--- src/hw/rtl/ptc_pkg.sv ---
// ----------------------------------------------------------------------------
// ptc_pkg
// Shared widths, constants and register indexes of the pressure and
// temperature compensation block.
// ----------------------------------------------------------------------------
package ptc_pkg;

  // Datapath and field widths.
  localparam int DATA_W    = 64;
  localparam int CNT_W     = $clog2(DATA_W + 1);
  localparam int RAW_W     = 20;
  localparam int FINE_W    = 32;
  localparam int OUT_W     = 32;
  localparam int CFG_IDX_W = 8;

  // Configuration register indexes.
  localparam logic [CFG_IDX_W-1:0] REG_TEMP_CAL   = 8'd0;
  localparam logic [CFG_IDX_W-1:0] REG_PRESS_LOW  = 8'd1;
  localparam logic [CFG_IDX_W-1:0] REG_PRESS_HIGH = 8'd2;
  localparam logic [CFG_IDX_W-1:0] REG_PRESS_NINE = 8'd3;

  // Compensation constants.
  localparam logic [RAW_W-1:0]  SKIP_MARK   = 20'h80000;
  localparam logic [DATA_W-1:0] TEMP_OFFSET = 64'd128000;
  localparam logic [RAW_W:0]    PRESS_BASE  = 21'd1048576;
  localparam logic [DATA_W-1:0] PRESS_SCALE = 64'd3125;
  localparam logic [DATA_W-1:0] PRESS_BIAS  = 64'h0000_8000_0000_0000;
  localparam logic signed [35:0] CENT_ROUND = 36'sd128;

endpackage

--- src/hw/rtl/ptc_mul.sv ---
// ----------------------------------------------------------------------------
// ptc_mul
// Bit-serial shift-and-add multiplier giving the low DATA_W bits of a signed
// product. One multiplier bit is consumed per cycle; the run ends as soon as
// the remaining magnitude bits are zero.
// ----------------------------------------------------------------------------
module ptc_mul import ptc_pkg::*; (
  input  logic              clk,
  input  logic              rst_n,
  input  logic              start,
  input  logic [DATA_W-1:0] mcand,
  input  logic [DATA_W-1:0] mplier,
  output logic              done,
  output logic [DATA_W-1:0] product
);

  logic              run_r;
  logic              done_r;
  logic              neg_r;
  logic [DATA_W-1:0] mcand_r;
  logic [DATA_W-1:0] mag_r;
  logic [DATA_W-1:0] acc_r;
  logic [DATA_W-1:0] product_r;
  logic              last;

  // The run finishes once no magnitude bits are left.
  assign last = run_r && (mag_r == '0);

  // Control: busy flag and a one-cycle done pulse.
  always_ff @(posedge clk) begin
    if (!rst_n) begin
      run_r  <= 1'b0;
      done_r <= 1'b0;
    end else begin
      done_r <= last;
      if (start) begin
        run_r <= 1'b1;
      end else if (last) begin
        run_r <= 1'b0;
      end
    end
  end

  // Datapath: the multiplier is taken as sign and magnitude, the product is
  // negated at the end, which is exact modulo 2^DATA_W.
  always_ff @(posedge clk) begin
    if (start) begin
      mcand_r <= mcand;
      mag_r   <= mplier[DATA_W-1] ? (~mplier + 1'b1) : mplier;
      neg_r   <= mplier[DATA_W-1];
      acc_r   <= '0;
    end else if (last) begin
      product_r <= neg_r ? (~acc_r + 1'b1) : acc_r;
    end else if (run_r) begin
      if (mag_r[0]) begin
        acc_r <= acc_r + mcand_r;
      end
      mcand_r <= mcand_r << 1;
      mag_r   <= mag_r >> 1;
    end
  end

  assign done    = done_r;
  assign product = product_r;

endmodule

--- src/hw/rtl/ptc_div.sv ---
// ----------------------------------------------------------------------------
// ptc_div
// Restoring signed divider, one quotient bit per cycle. The quotient
// truncates toward zero and wraps to DATA_W bits. The divisor must not be
// zero.
// ----------------------------------------------------------------------------
module ptc_div import ptc_pkg::*; (
  input  logic              clk,
  input  logic              rst_n,
  input  logic              start,
  input  logic [DATA_W-1:0] dividend,
  input  logic [DATA_W-1:0] divisor,
  output logic              done,
  output logic [DATA_W-1:0] quotient
);

  logic              run_r;
  logic              done_r;
  logic              neg_r;
  logic [CNT_W-1:0]  cnt_r;
  logic [DATA_W-1:0] quo_r;
  logic [DATA_W-1:0] rem_r;
  logic [DATA_W-1:0] dvs_r;
  logic [DATA_W-1:0] quotient_r;
  logic [DATA_W:0]   rem_sh;
  logic [DATA_W:0]   diff;
  logic              last;

  // One restoring step: shift in the next dividend bit and try a subtract.
  assign rem_sh = {rem_r, quo_r[DATA_W-1]};
  assign diff   = rem_sh - {1'b0, dvs_r};
  assign last   = run_r && (cnt_r == CNT_W'(DATA_W));

  // Control: busy flag and a one-cycle done pulse.
  always_ff @(posedge clk) begin
    if (!rst_n) begin
      run_r  <= 1'b0;
      done_r <= 1'b0;
    end else begin
      done_r <= last;
      if (start) begin
        run_r <= 1'b1;
      end else if (last) begin
        run_r <= 1'b0;
      end
    end
  end

  // Datapath: magnitudes in, sign applied to the quotient at the end.
  always_ff @(posedge clk) begin
    if (start) begin
      quo_r <= dividend[DATA_W-1] ? (~dividend + 1'b1) : dividend;
      dvs_r <= divisor[DATA_W-1] ? (~divisor + 1'b1) : divisor;
      neg_r <= dividend[DATA_W-1] ^ divisor[DATA_W-1];
      rem_r <= '0;
      cnt_r <= '0;
    end else if (last) begin
      quotient_r <= neg_r ? (~quo_r + 1'b1) : quo_r;
    end else if (run_r) begin
      cnt_r <= cnt_r + 1'b1;
      if (!diff[DATA_W]) begin
        rem_r <= diff[DATA_W-1:0];
        quo_r <= {quo_r[DATA_W-2:0], 1'b1};
      end else begin
        rem_r <= rem_sh[DATA_W-1:0];
        quo_r <= {quo_r[DATA_W-2:0], 1'b0};
      end
    end
  end

  assign done     = done_r;
  assign quotient = quotient_r;

endmodule

--- src/hw/rtl/pressure_temperature_compensation.sv ---
// ----------------------------------------------------------------------------
// pressure_temperature_compensation
// Thirteen products run on the shared bit-serial multiplier and the pressure
// quotient on the serial divider; a pair of skipped conversions uses neither.
// One item is processed at a time; an input transfer is taken while a result
// waits in the output register. Reset clears calibration and fine temperature.
// ----------------------------------------------------------------------------
module pressure_temperature_compensation import ptc_pkg::*; (
  input  logic                    clk,
  input  logic                    rst_n,
  // Configuration write port.
  input  logic                    cfg_we,
  input  logic [CFG_IDX_W-1:0]    cfg_index,
  input  logic [DATA_W-1:0]       cfg_wdata,
  // Raw conversion input.
  input  logic                    in_valid,
  output logic                    in_ready,
  input  logic [RAW_W-1:0]        in_raw_temperature,
  input  logic [RAW_W-1:0]        in_raw_pressure,
  // Compensated result output.
  output logic                    out_valid,
  input  logic                    out_ready,
  output logic signed [OUT_W-1:0] out_temperature_centi,
  output logic                    out_temperature_valid,
  output logic [OUT_W-1:0]        out_pressure_q24_8,
  output logic                    out_pressure_valid
);

  // Sequencer states.
  localparam logic [4:0] S_IDLE   = 5'd0;
  localparam logic [4:0] S_T_M1   = 5'd1;
  localparam logic [4:0] S_T_M2   = 5'd2;
  localparam logic [4:0] S_T_M3   = 5'd3;
  localparam logic [4:0] S_T_CENT = 5'd4;
  localparam logic [4:0] S_P_INIT = 5'd5;
  localparam logic [4:0] S_P_M1   = 5'd6;
  localparam logic [4:0] S_P_M2   = 5'd7;
  localparam logic [4:0] S_P_M3   = 5'd8;
  localparam logic [4:0] S_P_M4   = 5'd9;
  localparam logic [4:0] S_P_M5   = 5'd10;
  localparam logic [4:0] S_P_M6   = 5'd11;
  localparam logic [4:0] S_P_CHK  = 5'd12;
  localparam logic [4:0] S_P_M7   = 5'd13;
  localparam logic [4:0] S_P_DIV  = 5'd14;
  localparam logic [4:0] S_P_M8   = 5'd15;
  localparam logic [4:0] S_P_M9   = 5'd16;
  localparam logic [4:0] S_P_M10  = 5'd17;
  localparam logic [4:0] S_P_FIN  = 5'd18;
  localparam logic [4:0] S_OUT    = 5'd19;

  function automatic logic [DATA_W-1:0] sra(input logic [DATA_W-1:0] v,
                                            input logic [5:0] s);
    sra = $unsigned($signed(v) >>> s);
  endfunction

  function automatic logic [DATA_W-1:0] sx16(input logic [15:0] v);
    sx16 = {{(DATA_W-16){v[15]}}, v};
  endfunction

  // Control registers.
  logic [4:0]               state_r;
  logic [4:0]               state_nxt;
  logic                     mul_wait_r;
  logic                     div_wait_r;
  logic                     out_valid_r;
  logic [FINE_W-1:0]        fine_r;

  // Calibration registers.
  logic [47:0]              cal_t_r;
  logic [DATA_W-1:0]        cal_pl_r;
  logic [DATA_W-1:0]        cal_ph_r;
  logic [15:0]              cal_p9_r;

  // Working registers.
  logic [RAW_W-1:0]         raw_t_r;
  logic [RAW_W-1:0]         raw_p_r;
  logic [DATA_W-1:0]        acc_r;
  logic [DATA_W-1:0]        s1_r;
  logic [DATA_W-1:0]        v1_r;
  logic [DATA_W-1:0]        v2_r;
  logic [DATA_W-1:0]        x_r;
  logic [DATA_W-1:0]        dv_r;
  logic [DATA_W-1:0]        p_r;
  logic signed [OUT_W-1:0]  tcent_r;
  logic                     tvalid_r;
  logic [OUT_W-1:0]         pout_r;
  logic                     pvalid_r;

  // Output register.
  logic signed [OUT_W-1:0]  out_tc_r;
  logic                     out_tv_r;
  logic [OUT_W-1:0]         out_pq_r;
  logic                     out_pv_r;

  // Shared units.
  logic                     mul_req;
  logic                     mul_start;
  logic [DATA_W-1:0]        mul_a;
  logic [DATA_W-1:0]        mul_b;
  logic                     mul_done;
  logic [DATA_W-1:0]        mul_prod;
  logic                     div_start;
  logic                     div_done;
  logic [DATA_W-1:0]        div_quo;

  // Combinational helpers.
  logic                     in_fire;
  logic                     out_load;
  logic signed [17:0]       d1;
  logic signed [16:0]       d2;
  logic [DATA_W-1:0]        fine_b;
  logic [FINE_W-1:0]        fine_sum;
  logic signed [35:0]       fine36;
  logic signed [35:0]       cent36;
  logic [RAW_W:0]           pdiff;
  logic [DATA_W-1:0]        qsh;
  logic [39:0]              psum40;

  assign in_ready  = (state_r == S_IDLE);
  assign in_fire   = in_valid && in_ready;
  assign out_load  = (state_r == S_OUT) && (!out_valid_r || out_ready);
  assign mul_start = mul_req && !mul_wait_r;
  assign div_start = (state_r == S_P_DIV) && !div_wait_r;

  // Temperature differences from the raw value and T1.
  assign d1 = $signed({1'b0, raw_t_r[RAW_W-1:3]}) - $signed({1'b0, cal_t_r[47:32], 1'b0});
  assign d2 = $signed({1'b0, raw_t_r[RAW_W-1:4]}) - $signed({1'b0, cal_t_r[47:32]});

  // Fine temperature keeps only its low 32 bits.
  assign fine_b   = sra(mul_prod, 6'd14);
  assign fine_sum = acc_r[FINE_W-1:0] + fine_b[FINE_W-1:0];

  // Hundredths of a degree: (fine * 5 + 128) >> 8.
  assign fine36 = {{4{fine_r[FINE_W-1]}}, fine_r};
  assign cent36 = (fine36 <<< 2) + fine36 + CENT_ROUND;

  // Pressure offset term, the shifted pressure that is squared, and the final sum.
  assign pdiff  = PRESS_BASE - {1'b0, raw_p_r};
  assign qsh    = sra(p_r, 6'd13);
  assign psum40 = acc_r[39:0] + p_r[39:0];

  // Multiplier operand selection per step.
  always_comb begin
    mul_req = 1'b0;
    mul_a   = '0;
    mul_b   = '0;
    case (state_r)
      S_T_M1: begin
        mul_req = 1'b1;
        mul_a   = {{(DATA_W-18){d1[17]}}, d1};
        mul_b   = sx16(cal_t_r[31:16]);
      end
      S_T_M2: begin
        mul_req = 1'b1;
        mul_a   = {{(DATA_W-17){d2[16]}}, d2};
        mul_b   = {{(DATA_W-17){d2[16]}}, d2};
      end
      S_T_M3: begin
        mul_req = 1'b1;
        mul_a   = s1_r;
        mul_b   = sx16(cal_t_r[15:0]);
      end
      S_P_M1: begin
        mul_req = 1'b1;
        mul_a   = v1_r;
        mul_b   = v1_r;
      end
      S_P_M2: begin
        mul_req = 1'b1;
        mul_a   = s1_r;
        mul_b   = sx16(cal_ph_r[47:32]);
      end
      S_P_M3: begin
        mul_req = 1'b1;
        mul_a   = v1_r;
        mul_b   = sx16(cal_ph_r[63:48]);
      end
      S_P_M4: begin
        mul_req = 1'b1;
        mul_a   = s1_r;
        mul_b   = sx16(cal_pl_r[31:16]);
      end
      S_P_M5: begin
        mul_req = 1'b1;
        mul_a   = v1_r;
        mul_b   = sx16(cal_pl_r[47:32]);
      end
      S_P_M6: begin
        mul_req = 1'b1;
        mul_a   = x_r + PRESS_BIAS;
        mul_b   = {{(DATA_W-16){1'b0}}, cal_pl_r[63:48]};
      end
      S_P_M7: begin
        mul_req = 1'b1;
        mul_a   = ({{(DATA_W-RAW_W-1){1'b0}}, pdiff} << 31) - v2_r;
        mul_b   = PRESS_SCALE;
      end
      S_P_M8: begin
        mul_req = 1'b1;
        mul_a   = qsh;
        mul_b   = qsh;
      end
      S_P_M9: begin
        mul_req = 1'b1;
        mul_a   = s1_r;
        mul_b   = sx16(cal_p9_r);
      end
      S_P_M10: begin
        mul_req = 1'b1;
        mul_a   = p_r;
        mul_b   = sx16(cal_ph_r[15:0]);
      end
      default: begin
        mul_req = 1'b0;
      end
    endcase
  end

  // Sequencer next state.
  always_comb begin
    state_nxt = state_r;
    case (state_r)
      S_IDLE: begin
        if (in_fire) begin
          state_nxt = (in_raw_temperature == SKIP_MARK) ? S_P_INIT : S_T_M1;
        end
      end
      S_T_M1:   if (mul_done) state_nxt = S_T_M2;
      S_T_M2:   if (mul_done) state_nxt = S_T_M3;
      S_T_M3:   if (mul_done) state_nxt = S_T_CENT;
      S_T_CENT: state_nxt = S_P_INIT;
      S_P_INIT: state_nxt = (raw_p_r == SKIP_MARK) ? S_OUT : S_P_M1;
      S_P_M1:   if (mul_done) state_nxt = S_P_M2;
      S_P_M2:   if (mul_done) state_nxt = S_P_M3;
      S_P_M3:   if (mul_done) state_nxt = S_P_M4;
      S_P_M4:   if (mul_done) state_nxt = S_P_M5;
      S_P_M5:   if (mul_done) state_nxt = S_P_M6;
      S_P_M6:   if (mul_done) state_nxt = S_P_CHK;
      S_P_CHK:  state_nxt = (dv_r == '0) ? S_OUT : S_P_M7;
      S_P_M7:   if (mul_done) state_nxt = S_P_DIV;
      S_P_DIV:  if (div_done) state_nxt = S_P_M8;
      S_P_M8:   if (mul_done) state_nxt = S_P_M9;
      S_P_M9:   if (mul_done) state_nxt = S_P_M10;
      S_P_M10:  if (mul_done) state_nxt = S_P_FIN;
      S_P_FIN:  state_nxt = S_OUT;
      S_OUT:    if (out_load) state_nxt = S_IDLE;
      default:  state_nxt = S_IDLE;
    endcase
  end

  // Control state, unit handshakes, stored fine temperature and calibration.
  always_ff @(posedge clk) begin
    if (!rst_n) begin
      state_r     <= S_IDLE;
      mul_wait_r  <= 1'b0;
      div_wait_r  <= 1'b0;
      out_valid_r <= 1'b0;
      fine_r      <= '0;
      cal_t_r     <= '0;
      cal_pl_r    <= '0;
      cal_ph_r    <= '0;
      cal_p9_r    <= '0;
    end else begin
      state_r <= state_nxt;
      if (mul_start) begin
        mul_wait_r <= 1'b1;
      end else if (mul_done) begin
        mul_wait_r <= 1'b0;
      end
      if (div_start) begin
        div_wait_r <= 1'b1;
      end else if (div_done) begin
        div_wait_r <= 1'b0;
      end
      if (out_load) begin
        out_valid_r <= 1'b1;
      end else if (out_ready) begin
        out_valid_r <= 1'b0;
      end
      if ((state_r == S_T_M3) && mul_done) begin
        fine_r <= fine_sum;
      end
      if (cfg_we) begin
        case (cfg_index)
          REG_TEMP_CAL:   cal_t_r  <= cfg_wdata[47:0];
          REG_PRESS_LOW:  cal_pl_r <= cfg_wdata;
          REG_PRESS_HIGH: cal_ph_r <= cfg_wdata;
          REG_PRESS_NINE: cal_p9_r <= cfg_wdata[15:0];
          default: ;
        endcase
      end
    end
  end

  // Working datapath: each step stores its product with its shift and add.
  always_ff @(posedge clk) begin
    case (state_r)
      S_IDLE: begin
        if (in_fire) begin
          raw_t_r  <= in_raw_temperature;
          raw_p_r  <= in_raw_pressure;
          tcent_r  <= '0;
          tvalid_r <= 1'b0;
          pout_r   <= '0;
          pvalid_r <= 1'b0;
        end
      end
      S_T_M1:   if (mul_done) acc_r <= sra(mul_prod, 6'd11);
      S_T_M2:   if (mul_done) s1_r <= sra(mul_prod, 6'd12);
      S_T_M3:   if (mul_done) tvalid_r <= 1'b1;
      S_T_CENT: tcent_r <= {{4{cent36[35]}}, cent36[35:8]};
      S_P_INIT: v1_r <= {{(DATA_W-FINE_W){fine_r[FINE_W-1]}}, fine_r} - TEMP_OFFSET;
      S_P_M1:   if (mul_done) s1_r <= mul_prod;
      S_P_M2:   if (mul_done) v2_r <= mul_prod + (sx16(cal_pl_r[15:0]) << 35);
      S_P_M3:   if (mul_done) v2_r <= v2_r + (mul_prod << 17);
      S_P_M4:   if (mul_done) x_r <= sra(mul_prod, 6'd8);
      S_P_M5:   if (mul_done) x_r <= x_r + (mul_prod << 12);
      S_P_M6:   if (mul_done) dv_r <= sra(mul_prod, 6'd33);
      S_P_M7:   if (mul_done) x_r <= mul_prod;
      S_P_DIV:  if (div_done) p_r <= div_quo;
      S_P_M8:   if (mul_done) s1_r <= mul_prod;
      S_P_M9:   if (mul_done) acc_r <= sra(mul_prod, 6'd25);
      S_P_M10:  if (mul_done) acc_r <= acc_r + sra(mul_prod, 6'd19);
      S_P_FIN: begin
        pout_r   <= psum40[39:8] + {{12{cal_ph_r[31]}}, cal_ph_r[31:16], 4'b0000};
        pvalid_r <= 1'b1;
      end
      S_OUT: begin
        if (out_load) begin
          out_tc_r <= tcent_r;
          out_tv_r <= tvalid_r;
          out_pq_r <= pout_r;
          out_pv_r <= pvalid_r;
        end
      end
      default: ;
    endcase
  end

  // Shared bit-serial multiplier.
  ptc_mul u_mul (
    .clk     (clk),
    .rst_n   (rst_n),
    .start   (mul_start),
    .mcand   (mul_a),
    .mplier  (mul_b),
    .done    (mul_done),
    .product (mul_prod)
  );

  // Serial divider for the pressure quotient.
  ptc_div u_div (
    .clk      (clk),
    .rst_n    (rst_n),
    .start    (div_start),
    .dividend (x_r),
    .divisor  (dv_r),
    .done     (div_done),
    .quotient (div_quo)
  );

  assign out_valid             = out_valid_r;
  assign out_temperature_centi = out_tc_r;
  assign out_temperature_valid = out_tv_r;
  assign out_pressure_q24_8    = out_pq_r;
  assign out_pressure_valid    = out_pv_r;

endmodule

--- config.mk ---
export PLATFORM = sky130hd
export DESIGN_NAME = pressure_temperature_compensation
export DESIGN_NICKNAME = d
export VERILOG_FILES = /design/src/hw/rtl/ptc_pkg.sv /design/src/hw/rtl/ptc_mul.sv /design/src/hw/rtl/ptc_div.sv /design/src/hw/rtl/pressure_temperature_compensation.sv
export SDC_FILE = /design/constraint.sdc
export NUM_CORES = 2
export LEC_CHECK = 0
export BUFFER_PORTS_ARGS = -buffer_cell sky130_fd_sc_hd__buf_2
export CORE_MARGIN = 2
export CORE_UTILIZATION = 40
export CTS_CLUSTER_SIZE = 8
export DETAILED_ROUTE_END_ITERATION = 7
export GPL_ROUTABILITY_DRIVEN = 0
export PLACE_DENSITY_LB_ADDON = 0.1
export RECOVER_POWER = 25
export SLEW_MARGIN = 20
export SYNTH_ARGS = -nofsm -noshare
export SYNTH_HDL_FRONTEND = slang
export SYNTH_HIERARCHICAL = 1
export SYNTH_SLANG_ARGS = --single-unit
--- constraint.sdc ---
create_clock -name clk -period 8.7 [get_ports clk]
set_input_delay 1.74 -clock clk [delete_from_list [all_inputs] [get_ports clk]]
set_output_delay 1.74 -clock clk [all_outputs]
set_load 0.03 [all_outputs]
# == Word level (Yosys, flattened, before mapping) ==
# Cells that the tools add are included.
# word_totals
out_inout_bits,68
reg_bits,1344
inputBits,117
# classes
n_mux,69
reduce_logical,55
n_eq_ne,44
n_bitwise,10
n_addsub,23
# ops
op,count
$mux 64,23
$pmux 64 s13,1
$pmux 64 s8,1
$pmux 64 s3,2
$add 64x1->64 const B,5
$add 64x64->64,5
$not 64->64,5
$pmux 64 s2,2
$logic_not 64->1,2
$pmux 32 s2,2
$pmux 5 s20,1
$mux 5,18
$sub 65x64->65,1
$add 32x32->32,2
$add 64x48->64 const B,1
$sub 52x64->64,1
$mux 63,1
$add 40x40->40,1
$eq 20x20->1 const B,2
$eq 5x4->1 const B,8
$add 35x9->36 const B,1
$add 34x32->35,1
$sub 32x18->33 const B,1
$mux 32,1
33 further kinds,113

# == Longest topological paths before layout ==
# logic_depth
ltp_word,6
depth_mapped,25
ltp_nobuf,25

# == Hierarchy ==
# The synthesis kept the hierarchy.
# modules_own_cells
mod,n_inst,cells_per_inst,seq_area_each_um2,area_per_inst_um2
pressure_temperature_compensation,1,5152,20289.5,48865.6
ptc_div,1,1983,7257.0,17666.9
ptc_mul,1,1648,7116.8,16084.2

# == Least setup slack after synthesis ==
# Ideal clock, no wire load.
# synth_path
kind,flip-flop to flip-flop
from,register state_r[1]
to,register u_div.quo_r[0] (enable)
path_buffers,1
arrival_ps,5609
setup_time_ps,418
path_slack_ps,2673
path_stages_with_launch,6
t_required_ps,8282
cell_sequence,dfxtp_1 -> clkbuf_1 -> nand3_1 -> nor2_1 -> nor2_1 -> inv_1
# synth_via
elab_chain_len,4
elab_cells_between_ends,5
cone_classes,eq/ne (2); reduce/logical (3)
# synth_rtl
item,line,text
"start, declared",pressure_temperature_compensation.sv:61,logic [4:0] state_r;
"start signal, assigned",pressure_temperature_compensation.sv:264,state_r <= state_nxt;
$eq 5x4->1 (*),pressure_temperature_compensation.sv:123,assign div_start = (state_r == S_P_DIV) && !div_wait_r;
$logic_and 1x1->1 (*),pressure_temperature_compensation.sv:123,
named net div_start,pressure_temperature_compensation.sv:102,logic div_start;
$ne 2x2->1 (no line) / $reduce_bool 2->1 (equally long branches),--,
$reduce_and 2->1 (no line) (*),--,
"end signal, assigned",ptc_div.sv:52,quo_r <= dividend[DATA_W-1] ? (~dividend + 1'b1) : dividend;
"end signal, assigned",ptc_div.sv:63,"quo_r <= {quo_r[DATA_W-2:0], 1'b1};"
"end signal, assigned",ptc_div.sv:66,"quo_r <= {quo_r[DATA_W-2:0], 1'b0};"
"end, declared",ptc_div.sv:21,logic [DATA_W-1:0] quo_r;
# Mark *: on every way through the listed nets, which the timed path passes. The rest lies on a longest branch.
# A chain may end at the register's enable or synchronous reset.

# == Worst setup path in the final report ==
# layout_path
from,register state_r[4]
to,register u_mul.mag_r[55] (data pin)
# layout_via
elab_chain_len,6
elab_cells_between_ends,21
cone_classes,add/sub (1); eq/ne (13); mux (4); bitwise (1); reduce/logical (2)
# layout_rtl
item,line,text
$eq 5x5->1 (tied with other cells),pressure_temperature_compensation.sv:147,case (state_r)
$pmux 64 s13 (*),pressure_temperature_compensation.sv:147,
named net mul_b[17],pressure_temperature_compensation.sv:99,logic [DATA_W-1:0] mul_b;
$not 64->64 (*),ptc_mul.sv:49,mag_r <= mplier[DATA_W-1] ? (~mplier + 1'b1) : mplier;
$add 64x1->64 (*),ptc_mul.sv:49,
$mux 64 (*),ptc_mul.sv:49,
$mux 64 (*),ptc_mul.sv:47,if (start) begin
"end signal, assigned",ptc_mul.sv:49,
"end signal, assigned",ptc_mul.sv:59,mag_r <= mag_r >> 1;
"end, declared",ptc_mul.sv:21,logic [DATA_W-1:0] mag_r;
# Marked as above.

==> impl_metrics.toml <==
[detailed_routing]
met2RoutedLength_mm = 134
routed.top_layer = "met5"
vias_per_cell = 6.15
dr_vias = 72100
detailedRoute.firstPassIterationCount = 8
drt-total-wl_mm = 329
drt-initial-drc-count = 9120
m1WireLength_mm = 141
wl_met3_mm = 38.3
routed_wire_length_per_instance_um = 28.1
drtAntennaViolNets = 0
drt_drc_violations_left = 106

[critical_path]
critical_path.startpoint_type = "register"
worst_path_fanout_max = 20
worstSetupPathType = "reg -> reg"
critPathCaptureType = "register"
reg2regPathDepth = 17
arrival_ns = 7.87
worst_ep_required_time_ns = 9.26

[clock_network]
htree_num_levels = 4
holdBufCountCts = 0
tritoncts = "built"
clock-root-buffer = "clkbuf_16"
post_cts.repair.setup_buffers = 0
cts.sinks = 1278
cts-root-to-sink-buffers = 3
clk-insertion-delay-late_ns = 0.87
cts_buffers = 181
clk_transition_reported_paths_ns = 0.06
post_cts.resized_instances = 0

[sta]
clock-skew-final_ns = 0.0544
fmax_mhz = 137
worst_slew_pin_slew_ns = 3.70
final-setup-viol-count = 0
min_period_ns = 7.31
setup_slack_ns = 1.39
finalMaxSlewViolations = 1009
final-hold-violation-count = 0
max_slew_margin = -1.47
rsz0062_at_grt = "no"
tns_ns = 0
post-route-period-util = 0.841

[power]
p_seq_frac = 0.384
proportion_of_power_drawn_by_combinational_gates = 0.294
cellLeakagePower_nw = 34.7
sw_frac_of_total = 0.353
cell_internal_pwr_mw = 13.8
power.clock.fraction = 0.322
netSwitchingPower_mw = 7.51
vdd_ir_drop_max_mv = 0.229
power-per-cell-area_nw_per_um2 = 232

[die]
placement_rows = 166
area_of_the_die_um2 = 210000
design.core.area_um2 = 205000
floorplan.io_pins = 185
initial_core_util = 0.403
die_w_um = 458
die_h_um = 458

[synth]
proportion_of_register_bits_with_asynchronous_set_or_reset_after_synthesis = 0
synth-main-ff-cell = "edfxtp_1"
synthCells = 8783
yosys_register_bits = 1278
post_synth_num_cell_types = 103
synth_enable_flop_cells = 907
syn_area_per_cell_um2 = 9.41
mappedNetlistArea_um2 = 82600
syn-num-nets = 9410
synth.yosys.warnings = 6
seq_area_frac_synth = 0.420

[min_path]
hold_depth = 0
worstHoldPathType = "reg -> reg"

[grt]
grt_max_degree = 194
grt_antenna_before_repair = 33
grt_first_pass_wirelength_mm = 470
vias_in_the_first_global_route = 66600
overflow = 0
grt.total_usage = 0.304

[placed_design]
numPortBuffers = 184
dp_worst_setup_slack_ns = 1.93
place.detailed.hpwl_mm = 242

[finish]
layout_cells_sized_above_1 = 0.0808
finish.net_count = 9498
flow.area_growth_from_synthesis_pct = 11.1

[flow_run]
cap_viol_max_count = 31

[status]
violations = "design-rule violations, max-capacitance violations, max-slew violations"
outcome = "complete, but fails checks"
-- worst max-delay path, stage by stage (launching register included) --
cell and delay, ns:
dfxtp_1 0.73, or2_2 0.34, nor3_2 0.05, clkbuf_1 0.63
a221oi_1 0.47, and3_1 0.21, nand2_1 0.36, a221o_1 0.44
or4_1 0.59, nor4_1 0.40, nand4_1 0.43, or2_1 0.40
or4_4 0.48, or3_4 0.43, or4_4 0.46, o41ai_2 0.26
xor2_1 0.19, a21oi_1 0.11
-- cell usage after synthesis, drive strengths merged, types with 50 or more instances --
library cell | n | share of area
nand2 | 1171 | 0.053
edfxtp | 907 | 0.33
a21oi | 675 | 0.041
nor2 | 572 | 0.026
o21ai | 516 | 0.031
ha | 501 | 0.076
xnor2 | 447 | 0.047
dfxtp | 371 | 0.090
clkbuf | 370 | 0.017
xor2 | 314 | 0.033
inv | 241 | 0.011
a21o | 237 | 0.022
a21boi | 191 | 0.017
nand3 | 159 | 0.0098
nor3 | 146 | 0.0090
mux2 | 141 | 0.019
nand4 | 131 | 0.0099
o31ai | 110 | 0.010
nor2b | 99 | 0.0075
nand2b | 90 | 0.0069
or3 | 85 | 0.0066
a22oi | 76 | 0.0069
a211oi | 74 | 0.0067
and2 | 72 | 0.0055
o21a | 70 | 0.0064
or4 | 67 | 0.0064
nor4 | 65 | 0.0050
a221oi | 62 | 0.0068
o21bai | 59 | 0.0054
and3 | 57 | 0.0043
a222oi | 56 | 0.0068
buf | 50 | 0.0026
-- area by class of cell --
class                      count  area (µm²)
antenna                       17        42.5
clock buffer                 305        5150
clock inverter                14         228
fill                       19800      113000
inverter                     242         908
multi-input combinational   6843       45700
sequential                  1278       34700
tap                         2688        3360
timing repair buffer         325        1810
-- worst paths after layout --
kind	from	end	slack (ns)
hold / removal	pout_r[27]$_SDFFCE_PN0P_	out_pressure_q24_8[27]$_DFFE_PP_	0.41
setup reg to reg	state_r[4]$_SDFFE_PN0P_	u_mul/mag_r[55]$_DFFE_PP_	1.39
setup / recovery	state_r[4]$_SDFFE_PN0P_	u_mul/mag_r[55]$_DFFE_PP_	1.39
hold reg to reg	pout_r[27]$_SDFFCE_PN0P_	out_pressure_q24_8[27]$_DFFE_PP_	0.41
-- sequential cells by signal (all words and copies together), names as in the netlist, 48 cells and up --
register / count
p_r: 64
cal_pl_r: 64
v2_r: 64
u_div/rem_r: 64
u_mul/mag_r: 64
u_mul/acc_r: 64
x_r: 64
u_mul/mcand_r: 64
u_div/quotient: 64
s1_r: 64
cal_ph_r: 64
cal_t_r: 48
u_mul/product: 64
u_div/quo_r: 64
u_div/dvs_r: 64
-- metal layers --
layer / vias to the layer above / GRT usage
li1: 32800 / -
met1: 35000 / 0.426
met2: 3496 / 0.431
met3: 680 / 0.0922
met4: 18 / 0.128
met5: - / 0
-- per-stage QoR --
step           utilization  instance area (µm²)  hold slack (ns)  std cells  power [mW]
2_1_floorplan            -                82600            0.400       8783        12.4
3_3_place_gp         0.423                86600            0.401      11400        14.3
3_5_place_dp         0.423                86600            0.405      11400        14.4
4_1_cts              0.449                92000            0.410      11700        21.3
5_1_grt              0.448                91800            0.417      11700        22.3
6_report             0.448                91800            0.406      11700        21.3
-- power groups by stage --
stage          sequential (mW)  clock (mW)  combinational, mW
4_1_cts                   8.17        6.99               6.13
3_3_place_gp              8.27           0               6.05
6_report                  8.18        6.87               6.26
3_5_place_dp              8.28           0               6.10
5_1_grt                   8.25        7.23               6.82
2_1_floorplan             7.99           0               4.39
-- layout by cell type (no fill, tap or decap), drive strengths merged, types with 44 or more instances in the layout --
cell,Yosys,layout
nor2,572,572
a21o,237,237
and3,57,57
a211oi,74,74
a22oi,76,76
buf,50,252
o31ai,110,110
a31oi,49,49
clkbuf,370,378
nor3,146,146
and2,72,72
nand2b,90,90
o21ai,516,516
o211ai,44,44
nand3,159,159
a311oi,49,49
or4,67,67
inv,241,246
a21boi,191,191
o41ai,47,47
nor2b,99,99
a222oi,56,56
o21bai,59,59
or3,85,85
a221oi,62,62
xnor2,447,447
xor2,314,314
nand4,131,131
nand2,1171,1171
o21a,70,70
mux2,141,141
nor4,65,65
a21oi,675,675
edfxtp,907,907
dfxtp,371,371
ha,501,501
nor3b,48,48
-- kinds of logic (layout without fill, tap and decap cells) --
| family | Yosys count | in the layout | synth area share |
|---|---|---|---|
| xor gates and xnor gates | 761 | 761 | 0.0807 |
| AOI/OAI and AO/OA | 2544 | 2544 | 0.204 |
| DFF | 1278 | 1278 | 0.420 |
| buffers and inverters | 662 | 886 | 0.0304 |
| and+or+nand+nor | 2849 | 2849 | 0.163 |
| muxes | 179 | 179 | 0.0238 |
| adders and majority gates | 510 | 510 | 0.0781 |
| other | 0 | 17 | 0 |
(Power assumes the default switching activity.)
